### src/hdl/ral_pkg.sv
`default_nettype none
package ral_pkg;

	// fixed-point constants
	localparam logic signed [17:0] ROT_ONE = 18'sd65536;
	localparam logic signed [20:0] ROT_MAX = 21'sd131071;
	localparam logic signed [20:0] ROT_MIN = -21'sd131072;
	localparam logic [1:0] LAST_ROW = 2'd2;

	// last iteration index of the shared square root and divider
	localparam logic [4:0] SQRT_LAST = 5'd31;
	localparam logic [4:0] DIV_LAST = 5'd16;

	// one classified item as it waits in the queue
	typedef struct packed {
		logic signed [32:0] d;
		logic signed [32:0] v0;
		logic signed [32:0] v1;
		logic signed [32:0] v2;
		logic [63:0] vv;
		logic [63:0] prod;
		logic [31:0] t0;
		logic [31:0] t1;
		logic [31:0] t2;
		logic degen;
	} ral_job_t;

	// finished result of one item: matrix, translation, flag
	typedef struct packed {
		logic [8:0][17:0] rot;
		logic [2:0][31:0] shift;
		logic degen;
	} ral_bank_t;

	// skew term selection for one matrix entry
	typedef struct packed {
		logic used;
		logic neg;
		logic [1:0] idx;
	} ral_skew_t;

	localparam logic [8:0][17:0] ROT_IDENT = {
		18'd65536, 18'd0, 18'd0,
		18'd0, 18'd65536, 18'd0,
		18'd0, 18'd0, 18'd65536
	};

	// row and column of entry e, row-major
	localparam logic [1:0] ROW_OF [9] = '{2'd0, 2'd0, 2'd0, 2'd1, 2'd1, 2'd1, 2'd2, 2'd2, 2'd2};
	localparam logic [1:0] COL_OF [9] = '{2'd0, 2'd1, 2'd2, 2'd0, 2'd1, 2'd2, 2'd0, 2'd1, 2'd2};

	// signs of the cross-product matrix of the axis
	function automatic ral_skew_t skew_of(input logic [3:0] e);
		ral_skew_t s;
		s = '0;
		unique case (e)
			4'd1: s = '{used: 1'b1, neg: 1'b1, idx: 2'd2};
			4'd2: s = '{used: 1'b1, neg: 1'b0, idx: 2'd1};
			4'd3: s = '{used: 1'b1, neg: 1'b0, idx: 2'd2};
			4'd5: s = '{used: 1'b1, neg: 1'b1, idx: 2'd0};
			4'd6: s = '{used: 1'b1, neg: 1'b1, idx: 2'd1};
			4'd7: s = '{used: 1'b1, neg: 1'b0, idx: 2'd0};
			default: s = '0;
		endcase
		return s;
	endfunction

endpackage
`default_nettype wire

### src/hdl/ral_fifo.sv
`default_nettype none
module ral_fifo (
	input  logic clk,
	input  logic arst_n,
	input  logic in_valid,
	output logic in_ready,
	input  ral_pkg::ral_job_t in_job,
	output logic out_valid,
	input  logic out_ready,
	output ral_pkg::ral_job_t out_job
);
	import ral_pkg::*;

	ral_job_t mem_q [2];
	logic wp_q, rp_q;
	logic [1:0] cnt_q;
	logic push, pop;

	assign in_ready = cnt_q != 2'd2;
	assign out_valid = cnt_q != 2'd0;
	assign out_job = mem_q[rp_q];
	assign push = in_valid && in_ready;
	assign pop = out_valid && out_ready;

	// pointers and fill count
	always_ff @(posedge clk or negedge arst_n) begin
		if (!arst_n) begin
			wp_q <= 1'b0;
			rp_q <= 1'b0;
			cnt_q <= 2'd0;
		end else begin
			if (push)
				wp_q <= !wp_q;
			if (pop)
				rp_q <= !rp_q;
			if (push && !pop)
				cnt_q <= cnt_q + 2'd1;
			else if (pop && !push)
				cnt_q <= cnt_q - 2'd1;
		end
	end

	// entry storage
	always_ff @(posedge clk) begin
		if (push)
			mem_q[wp_q] <= in_job;
	end
endmodule
`default_nettype wire

### config.mk
export PLATFORM = sky130hd
export DESIGN_NAME = ral_fifo
export DESIGN_NICKNAME = d
export VERILOG_FILES = /design/src/hdl/ral_pkg.sv /design/src/hdl/ral_fifo.sv
export SDC_FILE = /design/constraint.sdc
export NUM_CORES = 1
export LEC_CHECK = 0
export ABC_CLOCK_PERIOD_IN_PS = 45200
export BUFFER_PORTS_ARGS = -buffer_cell sky130_fd_sc_hd__buf_2
export CAP_MARGIN = 5
export CORE_AREA = 5 5 280 282
export CTS_CLUSTER_SIZE = 30
export DETAILED_ROUTE_END_ITERATION = 8
export DIE_AREA = 0 0 285 287
export RECOVER_POWER = 25
export SLEW_MARGIN = 20
export SYNTH_ARGS = -nofsm -noshare
export SYNTH_HDL_FRONTEND = slang
export SYNTH_SLANG_ARGS = --single-unit
### constraint.sdc
create_clock -name clk -period 45.2 [get_ports clk]
set_input_delay 4.52 -clock clk [delete_from_list [all_inputs] [get_ports clk]]
set_output_delay 4.52 -clock clk [all_outputs]
set_load 0.02 [all_outputs]
======== Yosys cells after proc, flatten, opt, wreduce, memory -nomap -nowiden ========
Memory sizes are Yosys's and may differ from the RTL's.
Cells that the tools add are included.
W data, S select, Z words.
storage, ports and cells
  output and inout bits ................... 359
  memories ................................ 1
  word-level logic and storage cells ...... 21
  bits in registers ....................... 4
  input bits .............................. 361
  RAM bits ................................ 714
memories
  memory  depth  width  read ports  clocked after Yosys merged registers in  wr ports  RTL line        text
  mem_q   2      357    1           0                                        1         ral_fifo.sv:14  ral_job_t mem_q [2];
operators by class
  equal/unequal tests ..................... 1
  multiplexer cells ....................... 4
  add/sub/neg operators ................... 2
  reduce and logical (&&, ||, !) cells .... 10
operators by type and width
  operator               count
  $logic_and A1 B1 Y1    4
  $logic_not A1 Y1       4
  $mux W2                2
  $reduce_bool A2 Y1     2
  $add A2 B1 Y2 const B  1
  $mux W1                2
  $ne A2 B2 Y1 const B   1
  $sub A2 B1 Y2 const B  1

======== Depth between registers and ports, before layout ========
Gate-level depths: netlist (run 1).
  depth in word-level cells ............... 6
  depth in mapped cells ................... 7
  gate-level depth less buffers ........... 7

======== Least setup slack after synthesis (run 1) ========
No wires, ideal clock.
  kind .................................... input port to flip-flop
  start point ............................. in in_valid
  end point ............................... mem mem_q[0][0] in the netlist's numbering, enable pin
  stages on the path ...................... 2
  path buffers ............................ 0
  required time ........................... 44116 ps
  slack ................................... 24727 ps
  data arrival time ....................... 19389 ps
  setup time .............................. 1084 ps
  cell sequence ........................... nand2_1 nor2_1
on the way
  cells in the longest elaborated chain, start to end .. 3
RTL lines
  element                        RTL line        text
  start, declared                ral_fifo.sv:5   input logic in_valid,
  $logic_and A1 B1 Y1            ral_fifo.sv:22  assign push = in_valid && in_ready;
  $mux W1                        ral_fifo.sv:45  if (push)
  $mux W1 (implied by the code)  ral_fifo.sv:46  mem_q[wp_q] <= in_job;
  end, declared                  ral_fifo.sv:14
No other way between the ends.

==> results of run 1 <==
[cell families (layout without fill, tap and decap cells)]
family | after synthesis | count (layout) | synth area share [%]
flip-flops | 718 | 718 | 79.0
XOR/XNOR | 5 | 5 | 0.161
buffers and inverters | 41 | 874 | 1.81
adder cells (fa/ha/maj) | 1 | 1 | 0.0459
multiplexers | 357 | 357 | 18.9
other | 0 | 10 | 0
AND/OR/NAND/NOR | 7 | 7 | 0.124
[power by group through the flow]
stage | Clock, mW | Combinational [mW] | Sequential, mW
after floorplan | 0 | 0.627 | 1.03
after global placement | 0 | 0.842 | 0.967
after detailed placement | 0 | 0.847 | 0.972
after CTS | 0.620 | 0.849 | 0.959
after global routing | 0.648 | 0.881 | 0.968
final | 0.601 | 0.837 | 0.956
[cells in the mapped netlist]
master	instances	area (µm²)
nor2_1	2	7.51
buf_12	2	40.0
buf_6	24	270
mux2_2	56	631
buf_8	11	165
nand2_1	2	7.51
ha_1	1	12.5
inv_1	1	3.75
edfxtp_1	714	21400
mux2_4	301	4520
dfrtp_1	4	100
and3_1	1	6.26
or2_2	1	6.26
buf_2	3	15.0
xor2_1	2	17.5
xnor2_1	3	26.3
nand2b_1	1	6.26
[stage by stage]
step           instance area, µm²  instances
2_1_floorplan               27300       1129
3_3_place_gp                31700       2799
3_5_place_dp                31700       2799
4_1_cts                     34200       2939
5_1_grt                     34100       2946
6_report                    34100       2950
[sequential cells by signal, summed over array words and instances, names as in the netlist]
| name | count |
|---|---|
| mem_q | 714 |
| cnt_q | 2 |
| wp_q | 1 |
| rp_q | 1 |
[routing by layer]
metal	vias to the layer above	GRT usage [%]	routed length (µm)
met5	-	0	153
met4	24	5.48	1890
met3	144	6.42	6500
met2	561	26.5	33000
met1	6655	15.5	22600
li1	6092	-	-
[layout by cell type (no fill, tap or decap), drive strengths merged, types with 2 or more instances in the layout]
cell and count:
dfrtp 4, clkinvlp 2, bufinv 4, nand2 2, edfxtp 714, inv 5, nor2 2, xnor2 3
xor2 2, clkbuf 198, mux2 357, clkinv 40, buf 625, diode 10
[worst paths after layout]
kind | from | endpoint | slack, ns | cells past startpoint
worst max-delay path | rp_q | out_job[323] | 36.09 | 5
worst min-delay path | cnt_q[1] | cnt_q[1] | 0.50 | 1
worst max register to register | cnt_q[0] | mem_q[0][116] | 40.69 | 6
worst min register to register | cnt_q[1] | cnt_q[1] | 0.50 | 1
max in group asynchronous | arst_n | rp_q | 41.21 | 1
min in group asynchronous | arst_n | cnt_q[0] | 3.75 | 1
[layout make-up]
cell class,instances,share of cell area [%]
antenna,10,0.0734
clock buffer,90,5.92
clock inverter,50,1.24
inverter,1,0.0110
multi-input combinational,370,15.4
sequential,718,63.2
tap,978,3.59
timing repair buffer,733,10.6
==> key figures, run 1 <==
Layout
  • Final core utilization: 45.2%
  • Proportion of layout cells with a drive suffix above 1: 55.8%
  • Register area: 21500 µm²
  • Fill cell count: 6572
  • Nets: 2263
  • Area of the multi-input gates: 5250 µm²
  • Area growth, synth to finish: 25.0%

Routing
  • DRC: 0
  • DRT Wirelength: 64.2 mm
  • Wire per inst: 21.7 µm
  • Initial DRC count: 798
  • Antenna violation net count after detailed routing: 0
  • Routed via count: 13500
  • Drt first pass iters: 4
  • Drt via density: 4.57

Pwr
  • Pwr dens: 70.2 nW/µm²
  • Peak VDD IR: 0.0604 mV
  • P_sw: 0.788 mW
  • Clock Power Share: 25.1%
  • Gate power share: 34.9%
  • Total power: 2.39 mW
  • Int Power: 1.61 mW
  • Leakage power: 13.2 nW
  • Switching Fraction: 32.9%
  • Reg power frac: 39.9%

Synth
  • Mapped cell area: 27300 µm²
  • Synth warn: 0
  • Yosys reg bits: 718
  • Syn nets: 1491
  • Mapped Cells: 1129
  • Sequential-to-total area share from yosys stat: 79.0%
  • Syn Area/Cell: 24.2 µm²
  • Netlist cell types: 17

CTS
  • PostCTS Resize Cnt: 0
  • TritonCTS clock tree: done
  • TritonCTS Buffers: 77
  • Clock buffer depth: 3
  • Setup bufs post-CTS: 0
  • Clock latency at the later pin of the worst-skew pair: 0.61 ns
  • Clock slew at reported path FFs: 0.06 ns
  • Hold buffer count at cts: 0
  • Root Driver: clkbuf_16
  • # clock sinks: 718
  • CTS H-tree depth: 3

Global routing
  • Vias in the first global route: 14600
  • Largest net degree at the start of global routing: 164
  • First-pass GRT wire length: 91.8 mm
  • Global Route Usage Sum: 14.8%
  • Initial antenna violation count: 23
  • Grt ovf: 0

Floorplan
  • Die span in x: 285 µm
  • Site Rows: 101
  • Die Y: 287 µm
  • Initial Utilization: 36.2%
  • Die area: 81800 µm²
  • CORE AREA: 75400 µm²
  • I/O pin count: 720

Timing
  • Final setup vio count: 0
  • Tmin final: 9.11 ns
  • Slew HR: 27.5%
  • RSZ-0062 raised after global routing: false
  • Layout Skew: 0.0294 ns
  • Slew Limit Fails: 0
  • Min Hold Slack: 0.498 ns
  • Setup Total Neg Slack: 0 ns
  • Max Clk Rate: 110 MHz
  • Setup WS post-layout: 36.09 ns
  • Tightest Pin Transition: 1.09 ns
  • Final hold vios: 0
  • Period utilisation layout: 20.2%

Critical path
  • Worst path cell trace: buf_4, buf_4, buf_4, mux2_2, buf_2
  • Critical path class: reg2out
  • Worst Path Max Fanout: 66
  • CP Launch Type: flip-flop
  • CP max-delay cell: buf_4
  • WP buf/inv: 4
  • Most used cell, CP: buf_4
  • Worst endpoint required time: 40.68 ns
  • Worst Path Arrival: 4.59 ns
  • Setup crit end kind: output port
  • Largest stage delay on the critical path: 0.89 ns
  • CP top delay family: buffers and inverters

Place
  • Detailed Place HPWL: 45.0 mm
  • Port Buf Inserts: 719
  • GP Congestion: 0.863
  • Worst slack, placed: 36.61 ns

Outcome
  • Status: finished clean

Flow run
  • Max Cap Viol: 0

Worst hold path
  • Worst hold path class: reg2reg
Power figures use the tool's default switching activity.
==> run 2: changes to the inputs <==
ABC_CLOCK_PERIOD_IN_PS = 9250   (was 45200)
CORE_AREA = 5 5 277 279   (was 5 5 280 282)
DIE_AREA = 0 0 282 284   (was 0 0 285 287)
clock period = 9.25 ns   (was 45.2 ns; I/O delays follow)
==> run 2 against run 1 <==
Core utilization increased by 0.88 points; cell area about the same; via count down 0.45%; power grew to 4.9 times the previous value; die area down 2.1%; global-route usage barely moved; clock-buffer cell count down 1; sequential power increased to 4.9 times the previous value; clock power grew to 4.8 times the previous value; sequential share of layout area about the same; register-to-register slack got worse by 35 ns; non-clock buffer count decreased by 3.
==> key figures, run 2 (synthesis results as in run 1) <==
Routing
  • Drt via density: 4.56 (-0.22%)
  • Drt first pass iters: 4 (unchanged)
  • DRT Wirelength: 62.6 mm (-2.5%)
  • Antenna violation net count after detailed routing: 0 (unchanged)
  • Routed via count: 13400 (-0.45%)
  • DRC: 0 (unchanged)
  • Wire per inst: 21.3 µm (-2.2%)
  • Initial DRC count: 630 (-21%)

Place
  • Detailed Place HPWL: 43.0 mm (-4.5%)
  • GP Congestion: 0.766 (-11%)
  • Post-DP Area: 31700 µm² (about the same)
  • Port Buf Inserts: 719 (unchanged)
  • Worst slack, placed: 5.25 ns (-31.36 ns)

CTS
  • PostCTS Resize Cnt: 0 (unchanged)
  • TritonCTS clock tree: done
  • # clock sinks: 718 (unchanged)
  • Root Driver: clkbuf_16
  • Setup bufs post-CTS: 0 (unchanged)
  • CTS H-tree depth: 3 (unchanged)
  • Clock latency at the later pin of the worst-skew pair: 0.60 ns (about the same)
  • TritonCTS Buffers: 78 (+1.3%)
  • Hold buffer count at cts: 0 (unchanged)
  • Clock buffer depth: 3 (unchanged)
  • Clock slew at reported path FFs: 0.06 ns (about the same)

Critical path
  • Critical path class: reg2out
  • CP max-delay cell: dfrtp_4
  • CP top delay family: buffers and inverters
  • Critical Path Stages: 4 (-1)
  • Worst path cell trace: buf_12, buf_16, mux2_2, buf_2
  • Setup crit end kind: output port
  • Worst endpoint required time: 8.33 ns (-32.35 ns)
  • Largest stage delay on the critical path: 0.79 ns (-0.10 ns)
  • Worst Path Max Fanout: 93 (+41%)
  • CP Launch Type: flip-flop
  • Worst Path Arrival: 2.98 ns (-1.61 ns)
  • R2R cell count: 4 (-2)
  • WP buf/inv: 3 (-1)

Timing
  • Final hold vios: 0 (unchanged)
  • Min Hold Slack: 0.221 ns (-0.277 ns)
  • Final setup vio count: 0 (unchanged)
  • Setup Total Neg Slack: 0 ns (unchanged)
  • Tmin final: 3.91 ns
  • Slew HR: 27.4% (-0.068 points)
  • Layout Skew: 0.0173 ns (-0.0121 ns)
  • Setup WS post-layout: 5.34 ns (-30.75 ns)
  • Tightest Pin Transition: 1.09 ns (+0.00103 ns)
  • RSZ-0062 raised after global routing: false
  • Max Clk Rate: 256 MHz
  • Slew Limit Fails: 0 (unchanged)
  • Period utilisation layout: 42.3%

Layout
  • Proportion of layout cells with a drive suffix above 1: 56.3% (+0.57 points)
  • Nets: 2261 (-0.088%)
  • Commonest cells after routing, fill and taps aside: edfxtp_1, buf_2, mux2_4
  • Max FFs per register: 714 (unchanged)
  • Leading registers by flop count: mem_q x714, cnt_q x2
  • Largest reg by FF count: mem_q
  • Final instance area: 34100 µm² (about the same)
  • Register area: 21500 µm² (unchanged)
  • Area of the multi-input gates: 5250 µm² (unchanged)
  • Most common cell after layout, fill and taps aside: edfxtp_1
  • Fill cell count: 6373 (-3.0%)
  • Area growth, synth to finish: 24.9% (about the same)

Floorplan
  • Die Y: 284 µm (-1.0%)
  • Die area: 80100 µm² (-2.1%)
  • Initial Utilization: 36.9% (+0.73 points)
  • Site Rows: 100 (-0.99%)
  • I/O pin count: 720 (unchanged)
  • Die span in x: 282 µm (-1.1%)
  • CORE AREA: 73900 µm² (-2.0%)

Outcome
  • Status: finished clean

Global routing
  • Global routing met3 resource utilization: 6.14% (-0.29 points)
  • Global Route Usage Sum: 14.8% (about the same)
  • Largest net degree at the start of global routing: 171 (+4.3%)
  • Met2 Track Usage GR: 27.2% (+0.71 points)
  • First-pass GRT wire length: 89.5 mm (-2.6%)
  • Vias in the first global route: 14400 (-1.6%)
  • Initial antenna violation count: 28 (+22%)
  • Grt ovf: 0 (unchanged)
  • GR Util met1: 15.2% (-0.37 points)
  • Gr busiest metal: met2

Pwr
  • Leakage power: 13.2 nW (about the same)
  • Peak VDD IR: 0.221 mV (+270%)
  • Pwr dens: 342 nW/µm² (+390%)

Worst hold path
  • Worst hold path class: in2async

Flow run
  • Max Cap Viol: 0 (unchanged)
## run 2: per-layer routing
metal / share of wire (%) / up-vias
met5: 0.18 / -
met4: 2.2 / 22
met3: 9.8 / 108
met2: 53 / 513
met1: 34 / 6680
li1: - / 6092
## run 2: path summary, 6_finish.rpt
check / slack (ns) / endpoint / from
worst max register to register: 5.71 / mem_q[1][139] / cnt_q[0]
worst min-delay path: 0.22 / rp_q / arst_n
worst max-delay path: 5.34 / out_job[3] / rp_q
max in group asynchronous: 8.73 / rp_q / arst_n
min in group clk: 0.51 / mem_q[0][4] / in_job[4]
worst min register to register: 0.51 / cnt_q[1] / cnt_q[1]
## run 2: power breakdown
part           switching, mW  total [mW]  internal, mW
sequential             0.193        4.65          4.46
combinational           2.43        4.14          1.71
clock                   1.21        2.86          1.65
## run 2: cell type report
type	count	area share, %
sequential	718	63.2
multi-input combinational	370	15.4
timing repair buffer	730	10.7
clock buffer	89	5.91
tap	969	3.56
clock inverter	50	1.05
antenna	16	0.117
inverter	1	0.0110
## run 2: per-stage QoR
| step | util [%] | std cells | power, mW |
|---|---|---|---|
| after floorplan | - | 1129 | 7.84 |
| after CTS | 46.1 | 2925 | 11.8 |
| after global placement | 42.9 | 2786 | 8.88 |
| after detailed placement | 42.9 | 2786 | 8.92 |
| final | 46.1 | 2943 | 11.7 |
| after global routing | 46.1 | 2935 | 12.2 |
