<file path="src/hdl/ral_pkg.sv">
`default_nettype none
package ral_pkg;

	// fixed-point constants
	localparam logic signed [17:0] ROT_ONE = 18'sd65536;
	localparam logic signed [20:0] ROT_MAX = 21'sd131071;
	localparam logic signed [20:0] ROT_MIN = -21'sd131072;
	localparam logic [1:0] LAST_ROW = 2'd2;

	// last iteration index of the shared square root and divider
	localparam logic [4:0] SQRT_LAST = 5'd31;
	localparam logic [4:0] DIV_LAST = 5'd16;

	// one classified item as it waits in the queue
	typedef struct packed {
		logic signed [32:0] d;
		logic signed [32:0] v0;
		logic signed [32:0] v1;
		logic signed [32:0] v2;
		logic [63:0] vv;
		logic [63:0] prod;
		logic [31:0] t0;
		logic [31:0] t1;
		logic [31:0] t2;
		logic degen;
	} ral_job_t;

	// finished result of one item: matrix, translation, flag
	typedef struct packed {
		logic [8:0][17:0] rot;
		logic [2:0][31:0] shift;
		logic degen;
	} ral_bank_t;

	// skew term selection for one matrix entry
	typedef struct packed {
		logic used;
		logic neg;
		logic [1:0] idx;
	} ral_skew_t;

	localparam logic [8:0][17:0] ROT_IDENT = {
		18'd65536, 18'd0, 18'd0,
		18'd0, 18'd65536, 18'd0,
		18'd0, 18'd0, 18'd65536
	};

	// row and column of entry e, row-major
	localparam logic [1:0] ROW_OF [9] = '{2'd0, 2'd0, 2'd0, 2'd1, 2'd1, 2'd1, 2'd2, 2'd2, 2'd2};
	localparam logic [1:0] COL_OF [9] = '{2'd0, 2'd1, 2'd2, 2'd0, 2'd1, 2'd2, 2'd0, 2'd1, 2'd2};

	// signs of the cross-product matrix of the axis
	function automatic ral_skew_t skew_of(input logic [3:0] e);
		ral_skew_t s;
		s = '0;
		unique case (e)
			4'd1: s = '{used: 1'b1, neg: 1'b1, idx: 2'd2};
			4'd2: s = '{used: 1'b1, neg: 1'b0, idx: 2'd1};
			4'd3: s = '{used: 1'b1, neg: 1'b0, idx: 2'd2};
			4'd5: s = '{used: 1'b1, neg: 1'b1, idx: 2'd0};
			4'd6: s = '{used: 1'b1, neg: 1'b1, idx: 2'd1};
			4'd7: s = '{used: 1'b1, neg: 1'b0, idx: 2'd0};
			default: s = '0;
		endcase
		return s;
	endfunction

endpackage
`default_nettype wire

</file>
<file path="src/hdl/ral_emit.sv">
`default_nettype none
module ral_emit (
	input  logic clk,
	input  logic arst_n,
	input  logic bank_valid,
	output logic bank_ready,
	input  ral_pkg::ral_bank_t bank,
	output logic res_valid,
	input  logic res_ready,
	output logic [1:0] row_index,
	output logic signed [17:0] rot_col0,
	output logic signed [17:0] rot_col1,
	output logic signed [17:0] rot_col2,
	output logic signed [31:0] shift_component,
	output logic last_row,
	output logic degenerate
);
	import ral_pkg::*;

	ral_bank_t bank_q;
	logic full_q;
	logic [1:0] row_q;
	logic take, load;

	assign take = full_q && res_ready;
	assign bank_ready = !full_q || (take && row_q == LAST_ROW);
	assign load = bank_valid && bank_ready;

	// row sequencing
	always_ff @(posedge clk or negedge arst_n) begin
		if (!arst_n) begin
			full_q <= 1'b0;
			row_q <= '0;
		end else if (load) begin
			full_q <= 1'b1;
			row_q <= '0;
		end else if (take) begin
			if (row_q == LAST_ROW)
				full_q <= 1'b0;
			else
				row_q <= row_q + 2'd1;
		end
	end

	// result bank held while rows drain
	always_ff @(posedge clk) begin
		if (load)
			bank_q <= bank;
	end

	// row select; rot is packed with entry 0 at the top
	always_comb begin
		case (row_q)
			2'd0: begin
				rot_col0 = $signed(bank_q.rot[8]);
				rot_col1 = $signed(bank_q.rot[7]);
				rot_col2 = $signed(bank_q.rot[6]);
				shift_component = $signed(bank_q.shift[0]);
			end
			2'd1: begin
				rot_col0 = $signed(bank_q.rot[5]);
				rot_col1 = $signed(bank_q.rot[4]);
				rot_col2 = $signed(bank_q.rot[3]);
				shift_component = $signed(bank_q.shift[1]);
			end
			default: begin
				rot_col0 = $signed(bank_q.rot[2]);
				rot_col1 = $signed(bank_q.rot[1]);
				rot_col2 = $signed(bank_q.rot[0]);
				shift_component = $signed(bank_q.shift[2]);
			end
		endcase
	end

	assign res_valid = full_q;
	assign row_index = row_q;
	assign last_row = row_q == LAST_ROW;
	assign degenerate = bank_q.degen;
endmodule
`default_nettype wire

</file>
<file path="config.mk">
export PLATFORM = sky130hd
export DESIGN_NAME = ral_emit
export DESIGN_NICKNAME = d
export VERILOG_FILES = /design/src/hdl/ral_pkg.sv /design/src/hdl/ral_emit.sv
export SDC_FILE = /design/constraint.sdc
export NUM_CORES = 1
export LEC_CHECK = 0
export ABC_AREA = 1
export BUFFER_PORTS_ARGS = -buffer_cell sky130_fd_sc_hd__buf_2
export CAP_MARGIN = 40
export CORE_MARGIN = 2
export CORE_UTILIZATION = 35
export CTS_CLUSTER_DIAMETER = 200
export CTS_CLUSTER_SIZE = 24
export DETAILED_ROUTE_END_ITERATION = 10
export PLACE_DENSITY = 0.71
export RECOVER_POWER = 100
export SLEW_MARGIN = 10
export SYNTH_ARGS = -nofsm -noshare
export SYNTH_HDL_FRONTEND = slang
export SYNTH_SLANG_ARGS = --single-unit
</file>
<file path="constraint.sdc">
create_clock -name clk -period 17.2 [get_ports clk]
set_input_delay 0 -clock clk [delete_from_list [all_inputs] [get_ports clk]]
set_output_delay 0 -clock clk [all_outputs]
set_load 0.05 [all_outputs]
</file>
# Word-level counts from Yosys, hierarchy flattened
# Cells that the tools add are included.
# op_classes
n_addsub,1
n_eq_ne,3
mux,10
n_reduce_logical,10
# op_table
cell,n
$pmux W18 S2,3
$pmux W32 S2,1
$mux W2,3
$reduce_and A2 Y1,2
$reduce_bool A2 Y1,2
$logic_and A1 B1 Y1,3
$mux W1,3
$add A2 B1 Y2 const B,1
$eq A2 B1 Y1 const B,1
$eq A2 B2 Y1 const B,1
$logic_not A2 Y1,1
$ne A2 B1 Y1 const B,1
$logic_not A1 Y1,1
$logic_or A1 B1 Y1,1
# totals
regBits,262
input_bits,263
out_inout_bits,92

# Logic depth before layout (Yosys ltp)
# Gate-level depths: netlist of the first run.
# logic_depth
word_depth,6
mapped_depth,8

# Least setup slack after synthesis of the first run
# No wires, ideal clock.
# synth_path
path_type,reg-to-reg
from,"register row_q[0], in the netlist row_index[0]"
to,register bank_q[100] in the netlist's numbering (enable)
arrival_ns,12.241
slack_ns,4.076
stages_incl_launch_ff,7
path_buffers,0
synth_period_minus_slack_ns,13.124
path_cell_list,dfrtp_1 -> inv_1 -> ha_1 -> inv_1 -> nand2_1 -> nand2_1 -> nor2_1
# synth_between
elab_chain_cells,4
# synth_rtl
item,line,source
start: declaration,ral_emit.sv:22,logic [1:0] row_q;
start signal: assignment,ral_emit.sv:41,row_q <= row_q + 2'd1;
$eq A2 B2 Y1,-,
via last_row,ral_emit.sv:15,"output logic last_row,"
$logic_and A1 B1 Y1,ral_emit.sv:26,assign bank_ready = !full_q || (take && row_q == LAST_ROW);
$logic_or A1 B1 Y1,ral_emit.sv:26,
$logic_and A1 B1 Y1,ral_emit.sv:27,assign load = bank_valid && bank_ready;
via load,ral_emit.sv:23,"logic take, load;"
end signal: assignment,ral_emit.sv:48,bank_q <= bank;
end: declaration,ral_emit.sv:20,ral_bank_t bank_q;
# The timed path passes the listed nets, and every way through them passes these cells.
# A chain may end at the register's enable or synchronous reset.

# Final worst setup path of the first run
# layout_path
from,"register row_q[0], in the netlist row_index[0]"
to,register bank_q[203] in the netlist's numbering (enable)
# layout_between
elab_chain_cells,4
# layout_rtl
item,line
$eq A2 B2 Y1,ral_emit.sv:26
$logic_and A1 B1 Y1,ral_emit.sv:26
$logic_or A1 B1 Y1,ral_emit.sv:26
$logic_and A1 B1 Y1,ral_emit.sv:27
via load,ral_emit.sv:23
# The timed path passes the listed nets, and every way through them passes these cells.

==> results of run 1 <==
power by group:
group / switching, uW / leakage, uW / internal, uW
clock: 190 / 0.000197 / 165
combinational: 920 / 0.00308 / 222
sequential: 18.6 / 0.00238 / 781
metrics by stage:
| step | hold WS, ps | utilization, % | area, sq um | power, uW |
|---|---|---|---|---|
| 6_report | 215 | 54.1 | 14600 | 2300 |
| 5_1_grt | 197 | 54.1 | 14600 | 2400 |
| 4_1_cts | 189 | 54.9 | 14800 | 2330 |
| 3_5_place_dp | -196 | 43.6 | 11700 | 1930 |
| 3_3_place_gp | -197 | 43.4 | 11700 | 1910 |
| 2_1_floorplan | -296 | - | 9550 | 1660 |
registers in the layout, indices dropped and copies added (netlist names):
signal      flops
bank_q        258
degenerate      1
res_valid       1
row_index       2
layout by cell type (no fill, tap or decap):
master / count
inv_1: 7
buf_4: 2
ha_4: 1
dfrtp_1: 3
nor2_4: 1
nand2_1: 267
buf_2: 245
dlygate4sd3_1: 264
nor2_1: 1
clkbuf_1: 115
edfxtp_1: 259
clkbuf_16: 15
ha_1: 2
clkbuf_8: 1
o21ai_0: 1
nand3_1: 87
diode_2: 1
clkbuf_2: 5
nand4_1: 1
repair_timing:
action	in CTS	in global routing
buffers inserted	0	0
hold buffers	264	0
hold endpoints to repair	265	0
per-layer routing:
layer / track usage [%] / routed length (um)
met2: 35.6 / 14500
met3: 5.20 / 2620
met5: 0 / 0
met4: 8.32 / 1150
met1: 21.5 / 10500
worst reg2reg max path: stages (launching register included):
cell	delay [ps]
dfrtp_1	460
inv_1	150
ha_1	200
inv_1	70
nand2_1	120
nand2_1	90
nor2_1	1880
clkbuf_1	2650
clkbuf_1	820
clkbuf_1	2320
kinds of logic (layout without fill, tap and decap cells):
kind of cell,after synthesis,in the layout,synth area share (%)
other,0,1,0
AND/OR/NAND/NOR,357,357,15.3
adder cells (fa/ha/maj),3,3,0.393
buffers and inverters,36,654,2.07
flip-flops,262,262,82.2
AO/OA/AOI/OAI,1,1,0.0523
cell usage after synthesis:
| cell type | instances | share of area [%] |
|---|---|---|
| buf_2 | 14 | 0.73 |
| buf_4 | 2 | 0.16 |
| buf_6 | 5 | 0.59 |
| clkbuf_1 | 8 | 0.31 |
| dfrtp_1 | 3 | 0.79 |
| edfxtp_1 | 259 | 81 |
| ha_1 | 3 | 0.39 |
| inv_1 | 7 | 0.28 |
| nand2_1 | 267 | 10 |
| nand3_1 | 87 | 4.6 |
| nand4_1 | 1 | 0.066 |
| nor2_1 | 1 | 0.039 |
| nor2_4 | 1 | 0.12 |
| o21ai_0 | 1 | 0.052 |
final timing paths:
kind | startpoint | to | depth (start not counted)
max | row_index[0] | bank_q[203] | 9
min | bank[96] | bank_q[96] | 2
max reg2reg | row_index[0] | bank_q[203] | 9
min reg2reg | row_index[1] | row_index[1] | 2
max in group asynchronous | arst_n | row_index[1] | 3
min in group asynchronous | arst_n | res_valid | 3
area by class of cell:
class | instances | area [sq um] | share of cell area [%]
sequential | 262 | 7850 | 54.0
timing repair buffer | 627 | 4330 | 29.7
multi-input combinational | 361 | 1510 | 10.4
tap | 341 | 427 | 2.93
clock buffer | 20 | 404 | 2.78
inverter | 7 | 26.3 | 0.181
antenna | 1 | 2.50 | 0.0172
==> impl_results.md, run 1 <==
- Worst VDD drop: 0.137 mV
- Layout area overhead: 52.3%
- CP arrival: 9290 ps
- Initial antenna violation count: 1
- Buf/Inv on CP: 5
- Slew Limit Fails: 390
- CP max-delay cell: clkbuf_1
- Maxcap violations: 8
- CTS Buffer Depth: 3
- Worst hold-check path type: input port to register
- Detailed-route wire length: 28.9 mm
- Violated checks: max-capacitance violations, max-slew violations
- Crit. End Element: register
- DR vias/cell: 4.71
- Fin crit period: 9270 ps
- Maximum net fanout on the critical path: 68
- Pre-CTS WS: 13,560 ps
- Finished Layout Cells: 1,619
- Power per cell area: 158 mW/mm^2
- CTS Sinks: 262
- Final worst-path cycle share: 53.9%
- Crit path launch type: register
- Status: finished, violations left
- Crit-path most repeated cell: clkbuf_1
- Post-CTS Resized: 0
- Vias in the first global route: 8,310
- Synthesized flop and latch total: 262
- Distinct cells, synth: 14
- Antenna-violating nets left: 0
- Post-Syn Nets: 925
- # nets final: 1,539
- Number of detailed-route iterations in the first pass: 5
- # DRC: 0
- Grt total ovfl: 0
- Setup TNS: 0 ps
- Sequential area share after synthesis: 82.2%
- Clock root buffer: clkbuf_16
- Least-Margin Pin Slew: 3610 ps
- Worst skew pair latency: 480 ps
- Placed cells: 1,334
- Fillers: 2,107
- Die area: 0.0286 sq mm
- Die Wd: 169 um
- R2R Setup Slk: 7930 ps
- Slew HR: -141%
- Syn Std Cell Area: 0.00955 sq mm
- Final WS setup: 7930 ps
- Core Footprint: 0.0269 sq mm
- Mapped Avg Cell Area: 14.5 sq um
- Final setup vio count: 0
- Final Wtd Congestion: 0.874
- Yosys warnings: 0
- DR vias: 7,621
- Buffers added on ports: 354
- LEAKAGE: 0.00566 uW
- CTS tree: built
- Layout cell share with drive strength beyond 1: 21.1%
- Max incr delay on CP: 2640 ps
- Die H: 169 um
- Starting Density: 35.5%
- First-pass GRT wire length: 43.4 mm
- Unrepaired setup endpoints after global routing: no
- Mapped Cells: 659
- Routed len/inst: 17.8 um
- Post-DP HPWL: 16.1 mm
- TritonCTS Buffers: 14
- Clock Skews: 8.21 ps
- Fmax: 108 MHz
- GRT Util Overall: 19.5%
- Row cnt: 60
- Largest net degree at the start of global routing: 69
- Endpoints failing hold: 0
- Critical path, cell by cell: inv_1 -> ha_1 -> inv_1 -> nand2_1 -> nand2_1 -> nor2_1 -> clkbuf_1 -> clkbuf_1 -> clkbuf_1
- Reg clk slew, reported paths: 90 ps
- Io pins: 355
- Critical Path RT: 17,230 ps
- CP top delay family: buffers and inverters
- H-tree levels: 1
- Worst setup path class: register to register
- First DRT Iteration DRCs: 507
Power figures use the tool's default switching activity.
==> run 2: changes to the inputs <==
--- a/config.mk
+++ b/config.mk
@@ -5,7 +5,7 @@
 export SDC_FILE = /design/constraint.sdc
 export NUM_CORES = 1
 export LEC_CHECK = 0
-export ABC_AREA = 1
+export ABC_AREA = 0
 export BUFFER_PORTS_ARGS = -buffer_cell sky130_fd_sc_hd__buf_2
 export CAP_MARGIN = 40
 export CORE_MARGIN = 2
@@ -13,7 +13,7 @@
 export CTS_CLUSTER_DIAMETER = 200
 export CTS_CLUSTER_SIZE = 24
 export DETAILED_ROUTE_END_ITERATION = 10
-export PLACE_DENSITY = 0.71
+export PLACE_DENSITY = 0.73
 export RECOVER_POWER = 100
 export SLEW_MARGIN = 10
 export SYNTH_ARGS = -nofsm -noshare
==> constraint.sdc (replaced) <==
create_clock -name clk -period 8 [get_ports clk]
set_input_delay 0 -clock clk [delete_from_list [all_inputs] [get_ports clk]]
set_output_delay 0 -clock clk [all_outputs]
set_load 0.05 [all_outputs]
==> run 2 against run 1 <==
Effect of this change:
- the run now fails in clock tree synthesis
- synthesized area is 0.12% lower
- synthesized cell count is 14% lower
==> impl_results.md, run 2 <==
- Starting Density: 35.5%
- Die H: 169 um
- Stopping stage: clock tree synthesis
- Post-CTS Resized: 0
- Top cells by count, synth: edfxtp_1 (259), nand2_1 (174), a22oi_1 (76)
- Mapped Cells: 567
- Post-CTS Setup Repair Bufs: 0
- Post-Syn Nets: 833
- Yosys top cell area share: 81.5%
- CTS Buffer Depth: 3
- Syn Std Cell Area: 0.00954 sq mm
- Yosys warnings: 0
- Die Wd: 169 um
- Cells taking the most area after synthesis: edfxtp_1 (82%), nand2_1 (6.8%), a22oi_1 (6.0%)
- EDFF count, synth: 259
- Sequential area share after synthesis: 82.3%
- Io pins: 355
- Post-DP HPWL: 14.7 mm
- TritonCTS Buffers: 14
- Count leader, synth: edfxtp_1
- Clock root buffer: clkbuf_16
- CTS Sinks: 262
- Buffers added on ports: 354
- Error: [ERROR RSZ-0060] Max buffer count reached.
- Status: stopped before the end
- Mapped Avg Cell Area: 16.8 sq um
- Row cnt: 60
- Final Wtd Congestion: 0.821
- H-tree levels: 1
- Post-synth ARST share: 1.15%
- Synthesized flop and latch total: 262
- Post-synth top area cell: edfxtp_1
- Distinct cells, synth: 20
- Post-CTS Hold Fix Bufs: 253
- Top FF cell, synth: edfxtp_1
[run 2: cell types whose count changed after synthesis, moves of 4 or more]
cell      change
nand3_1      -87
inv_1         -4
nand2_1      -93
a22oi_2      +10
a22oi_1      +76
buf_6         +7
clkbuf_1      -5
[run 2: cells by family after synthesis]
group           synth area share (%)
compound gates                  7.63
buf+inv                         2.40
simple gates                    7.27
flops                           82.3
fa+ha+maj                      0.393
[run 2: stage by stage]
step                      setup WS, ps  instances  utilization (%)  cell area, sq um  hold slack [ps]
after floorplan                   2500        567                -              9540             -296
after global placement            4930       1238             43.2             11600             -200
after detailed placement          4760       1239             43.3             11600             -200
==> run 3: changes to the inputs <==
--- a/config.mk
+++ b/config.mk
@@ -9,11 +9,9 @@
 export BUFFER_PORTS_ARGS = -buffer_cell sky130_fd_sc_hd__buf_2
 export CAP_MARGIN = 40
 export CORE_MARGIN = 2
-export CORE_UTILIZATION = 35
-export CTS_CLUSTER_DIAMETER = 200
-export CTS_CLUSTER_SIZE = 24
+export CORE_UTILIZATION = 20
 export DETAILED_ROUTE_END_ITERATION = 10
-export PLACE_DENSITY = 0.73
+export PLACE_DENSITY_LB_ADDON = 0.15
 export RECOVER_POWER = 100
 export SLEW_MARGIN = 10
 export SYNTH_ARGS = -nofsm -noshare
==> constraint.sdc (replaced) <==
create_clock -name clk -period 10.4 [get_ports clk]
set_input_delay 0 -clock clk [delete_from_list [all_inputs] [get_ports clk]]
set_output_delay 0 -clock clk [all_outputs]
set_load 0.05 [all_outputs]
==> run 3 against run 2 <==
Effect of this change:
- the flow now finishes, with violations (max-capacitance violations, max-slew violations)
- synthesized cell count unchanged
- synthesized area unchanged
==> impl_results.md, run 3 <==
- Status: finished, violations left
- Violated checks: max-capacitance violations, max-slew violations
- CP arrival: 6270 ps
- Post-CTS Hold Fix Bufs: 264
- Top FF cell, synth: edfxtp_1
- Slew Limit Fails: 144
- Layout area overhead: 62.9%
- Post-CTS Setup Repair Bufs: 0
- Syn Std Cell Area: 0.00954 sq mm
- Slew HR: -108%
- LEAKAGE: 0.00595 uW
- Grt total ovfl: 0
- Initial antenna violation count: 0
- CTS tree: built
- Io pins: 355
- # nets final: 1,468
- Count leader, synth: edfxtp_1
- Post-Syn Nets: 833
- Reg clk slew, reported paths: 60 ps
- Detailed-route wire length: 28.5 mm
- Row cnt: 80
- Core Footprint: 0.0474 sq mm
- Final worst-path cycle share: 60.3%
- Vias in the first global route: 7,751
- CTS Sinks: 262
- Yosys top cell area share: 81.5%
- Die H: 222 um
- Mapped Avg Cell Area: 16.8 sq um
- Most frequent cells in the layout: dlygate4sd3_1 (264), edfxtp_1 (259), buf_2 (250)
- Die Wd: 222 um
- Distinct cells, synth: 20
- Post-synth ARST share: 1.15%
- Layout cell share with drive strength beyond 1: 25.6%
- Power per cell area: 284 mW/mm^2
- Antenna Diode Count: 0
- Maxcap violations: 3
- Crit path launch type: register
- Placed cells: 1,517
- Final setup vio count: 0
- Fillers: 4,799
- CTS Buffer Depth: 3
- Clock Skews: 8.72 ps
- Reg with most FFs: bank_q
- Critical Path RT: 10,400 ps
- First-pass GRT wire length: 43.2 mm
- Commonest non-fill, non-tap cell in the layout: dlygate4sd3_1
- Buffers added on ports: 354
- Endpoints failing hold: 0
- Worst setup path class: register to output pin
- Clock root buffer: clkbuf_16
- Synthesized flop and latch total: 262
- Number of detailed-route iterations in the first pass: 4
- EDFF count, synth: 259
- Finished Layout Cells: 1,840
- TritonCTS Buffers: 34
- DR vias: 7,094
- Routed len/inst: 15.5 um
- Mapped Cells: 567
- Setup TNS: 0 ps
- # DRC: 0
- Worst skew pair latency: 520 ps
- Fmax: 159 MHz
- First DRT Iteration DRCs: 232
- GRT Util Overall: 11.4%
- Final Wtd Congestion: 0.708
- Worst hold-check path type: input port to register
- Yosys warnings: 0
- Largest net degree at the start of global routing: 61
- Least-Margin Pin Slew: 3130 ps
- H-tree levels: 2
- DR vias/cell: 3.86
- Post-synth top area cell: edfxtp_1
- Post-DP HPWL: 17.6 mm
- Die area: 0.0495 sq mm
- Worst VDD drop: 0.191 mV
- Antenna-violating nets left: 0
- Max reg flops: 258
- Starting Density: 20.1%
- Unrepaired setup endpoints after global routing: no
- Sequential area share after synthesis: 82.3%
- Cells taking the most area after synthesis: edfxtp_1 (82%), nand2_1 (6.8%), a22oi_1 (6.0%)
- Crit. End Element: output pin
- Fin crit period: 6270 ps
- Post-CTS Resized: 0
- Top cells by count, synth: edfxtp_1 (259), nand2_1 (174), a22oi_1 (76)
- Maximum net fanout on the critical path: 46
-- run 3: path summary, 6_finish.rpt --
kind / from / slack, ps / cells past startpoint / end
max in group asynchronous: arst_n / 9900 / 3 / row_index[0]
worst max register to register: row_index[0] / 4380 / 9 / bank_q[232]
worst min-delay path: bank[50] / 180 / 2 / bank_q[50]
worst max-delay path: row_index[1] / 4130 / 6 / rot_col0[14]
min in group asynchronous: arst_n / 350 / 3 / row_index[1]
worst min register to register: res_valid / 580 / 1 / row_index[0]
-- run 3: layout make-up --
class | instances | area [sq um] | share of cell area, %
clock inverter | 16 | 97.6 | 0.628
sequential | 262 | 7850 | 50.5
timing repair buffer | 628 | 4390 | 28.2
clock buffer | 43 | 948 | 6.10
inverter | 3 | 11.3 | 0.0725
multi-input combinational | 273 | 1470 | 9.47
tap | 615 | 769 | 4.95
-- run 3: logic make-up after synthesis --
group	count (synthesis)	synth area share, %
AOI/OAI and AO/OA	91	7.63
adders and majority gates	3	0.393
buffers and inverters	32	2.40
DFF	262	82.3
and+or+nand+nor	179	7.27
-- run 3: power by group --
part	total [uW]	switching (uW)	internal (uW)
sequential	1360	34.9	1330
clock	1100	438	666
combinational	1950	1550	400
-- run 3: routing by layer --
metal,wire length [um],global-route usage (%),up-vias
li1,-,-,3417
met3,1540,3.09,58
met1,12300,14.0,3386
met5,0,0,-
met2,13800,19.0,233
met4,845,4.16,0
-- run 3: critical path, stage by stage, from the launching register on --
cell and delay, ps:
dfrtp_1 410, inv_1 150, ha_1 1710, clkbuf_1 2320, a22oi_1 340, nand2_1 290, clkbuf_1 510
-- run 3: stage by stage --
step	hold slack (ps)	total power, uW	setup slack [ps]	util (%)	instance area, sq um
6_report	180	4420	4130	32.8	15500
5_1_grt	156	4660	3450	32.8	15500
4_1_cts	127	4590	6750	33.1	15700
3_5_place_dp	-197	3370	7280	25.3	12000
3_3_place_gp	-197	3360	6360	25.2	11900
2_1_floorplan	-296	2870	2030	-	9540
==> run 4: changes to the inputs <==
--- a/config.mk
+++ b/config.mk
@@ -5,7 +5,7 @@
 export SDC_FILE = /design/constraint.sdc
 export NUM_CORES = 1
 export LEC_CHECK = 0
-export ABC_AREA = 0
+export ABC_AREA = 1
 export BUFFER_PORTS_ARGS = -buffer_cell sky130_fd_sc_hd__buf_2
 export CAP_MARGIN = 40
 export CORE_MARGIN = 2
==> constraint.sdc (replaced) <==
create_clock -name clk -period 6.6 [get_ports clk]
set_input_delay 0 -clock clk [delete_from_list [all_inputs] [get_ports clk]]
set_output_delay 0 -clock clk [all_outputs]
set_load 0.05 [all_outputs]
==> run 4 against run 3 <==
Effect of this change:
- the flow still finishes with violations (max-capacitance violations, max-slew violations)
- non-clock buffer count is 2 lower
- global-route usage is 0.36 points higher
- design area is 0.46% higher
- clock skew is 7.8 ps higher
- critical path type unchanged
- largest power group unchanged
==> impl_results.md, run 4 (synthesis gave the netlist of run 1 again) <==
- Status: finished, violations left
- Violated checks: max-capacitance violations, max-slew violations
- Vias in the first global route: 7,891
- Fin crit period: 4420 ps
- First-pass GRT wire length: 44.6 mm
- Die area: 0.0495 sq mm
- Io pins: 355
- Buffers added on ports: 354
- Int Power: 3720 uW
- First DRT Iteration DRCs: 288
- Pre-CTS WS: 3870 ps
- Core Footprint: 0.0474 sq mm
- Max reg flops: 258
- Post-DP HPWL: 18.0 mm
- Dpl cell area: 0.0120 sq mm
- Critical Path RT: 6600 ps
- Worst setup path class: register to output pin
- Grt total ovfl: 0
- Final WS setup: 2180 ps
- Worst VDD drop: 0.262 mV
- Max incr delay on CP: 1290 ps
- DR vias: 7,340
- Setup TNS: 0 ps
- Worst hold stages: 2
- Detailed-route wire length: 28.8 mm
- Hold-critical path endpoint: bank_q[241]
- Post-CTS Setup Repair Bufs: 0
- CTS Buffer Depth: 3
- LEAKAGE: 0.00612 uW
- # DRC: 0
- Number of detailed-route iterations in the first pass: 4
- Maxcap violations: 5
- CP arrival: 4420 ps
- Maximum net fanout on the critical path: 55
- Seq pwr share: 30.4%
- Reg2reg start: row_index[0]
- Worst hold start: bank[241]
- CTS tree: built
- Clock Skews: 16.5 ps
- Routed len/inst: 14.9 um
- # nets final: 1,558
- TritonCTS Buffers: 34
- Row cnt: 80
- Most frequent cells in the layout: buf_2 (297), nand2_1 (267), dlygate4sd3_1 (264)
- Final worst-path cycle share: 66.9%
- Switch Pwr: 3110 uW
- Starting Density: 20.1%
- H-tree levels: 2
- Reg clk slew, reported paths: 60 ps
- Layout cell share with drive strength beyond 1: 26.5%
- Clock root buffer: clkbuf_16
- Worst r2r path cells: 9
- CTS Sinks: 262
- Buf/Inv on CP: 3
- Critical path, cell by cell: inv_1 -> ha_1 -> clkbuf_2 -> nand2_1 -> nand3_1 -> clkbuf_1
- Reg with most FFs: bank_q
- Final Wtd Congestion: 0.730
- Layout area overhead: 63.4%
- CP top delay family: buffers and inverters
- RR Endpoint: bank_q[207]
- Endpoints failing hold: 0
- Initial antenna violation count: 2
- CP Depth: 6
- CP max-delay cell: clkbuf_2
- Crit path launch type: register
- R2R Setup Slk: 2240 ps
- Antenna-violating nets left: 0
- GRT Util Overall: 11.7%
- Die Wd: 223 um
- Crit. End Element: output pin
- Unrepaired setup endpoints after global routing: no
- Sw Ratio: 45.6%
- DR vias/cell: 3.80
- Commonest non-fill, non-tap cell in the layout: buf_2
- Final setup vio count: 0
- Slew Limit Fails: 318
- Least-Margin Pin Slew: 3720 ps
- Clock share of power: 25.5%
- Post-route cell area: 0.0156 sq mm
- Fmax: 226 MHz
- Worst hold-check path type: input port to register
- Die H: 223 um
- Power per cell area: 438 mW/mm^2
- Worst skew pair latency: 530 ps
- Largest net degree at the start of global routing: 143
- Slew HR: -148%
- Combinational share of power: 44.0%
[run 4: cell count changes in the layout (fill, tap and decap cells not counted), moves of 2 or more]
cell,change
nand2_1,+93
inv_1,+4
clkbuf_1,-42
a22oi_2,-10
a22o_1,-2
clkbuf_2,+3
buf_4,-3
nand3_1,+87
a22oi_1,-76
clkinv_1,-7
buf_2,+47
diode_2,+2
[run 4: metal layers]
layer  GRT usage [%]  part of all wire [%]  up-vias
li1                -                     -     3593
met1            14.7                    44     3439
met2            18.8                    46      260
met3            3.83                   7.6       48
met4            4.35                   2.6        0
met5               0                     0        -
[run 4: worst max path at each step]
stage | from | endpoint | slack [ps]
final | row_index[0] | rot_col1[3] | 2180
after global routing | row_index[0] | rot_col1[3] | 1710
after CTS | row_index[0] | shift_component[5] | 3490
after detailed placement | row_index[0] | bank_q[99] | 3870
after global placement | row_index[0] | bank_q[153] | 3620
after floorplan | row_index[0] | bank_q[100] | 800
[run 4: power groups by stage]
stage          registers (uW)  logic, uW  clock network [uW]
3_3_place_gp             2100       3020                   0
6_report                 2080       3010                1740
5_1_grt                  2100       3250                1880
4_1_cts                  2070       3150                1830
2_1_floorplan            2140       2140                   0
3_5_place_dp             2100       3020                   0
[run 4: cell type report]
cell class	instances	area, sq um
sequential	262	7850
timing repair buffer	626	4410
clock inverter	8	63.8
tap	615	769
antenna	2	5.00
clock buffer	49	971
inverter	7	26.3
multi-input combinational	361	1510
fill	4876	31800
[run 4: metrics by stage]
| stage | util [%] | hold WS, ps | instances | power (uW) |
|---|---|---|---|---|
| 2_1_floorplan | - | -296 | 659 | 4280 |
| 3_3_place_gp | 25.3 | -195 | 1606 | 5120 |
| 3_5_place_dp | 25.4 | -190 | 1607 | 5120 |
| 4_1_cts | 33.1 | 129 | 1928 | 7050 |
| 5_1_grt | 32.9 | 153 | 1930 | 7230 |
| 6_report | 32.9 | 172 | 1930 | 6840 |
[run 4: worst register-to-register path, stage by stage, from the launching register on]
cell and delay, ps:
dfrtp_1 440, inv_1 130, ha_1 180, inv_1 60, nand2_1 80, nand2_1 80
nor2_1 130, clkbuf_1 1950, clkbuf_1 570, buf_16 340
[run 4: repair_timing]
item | 4_1_cts | 5_1_grt
hold buffers | 264 | 0
endpoints found under the hold margin | 265 | 0
resized for setup | 0 | 0
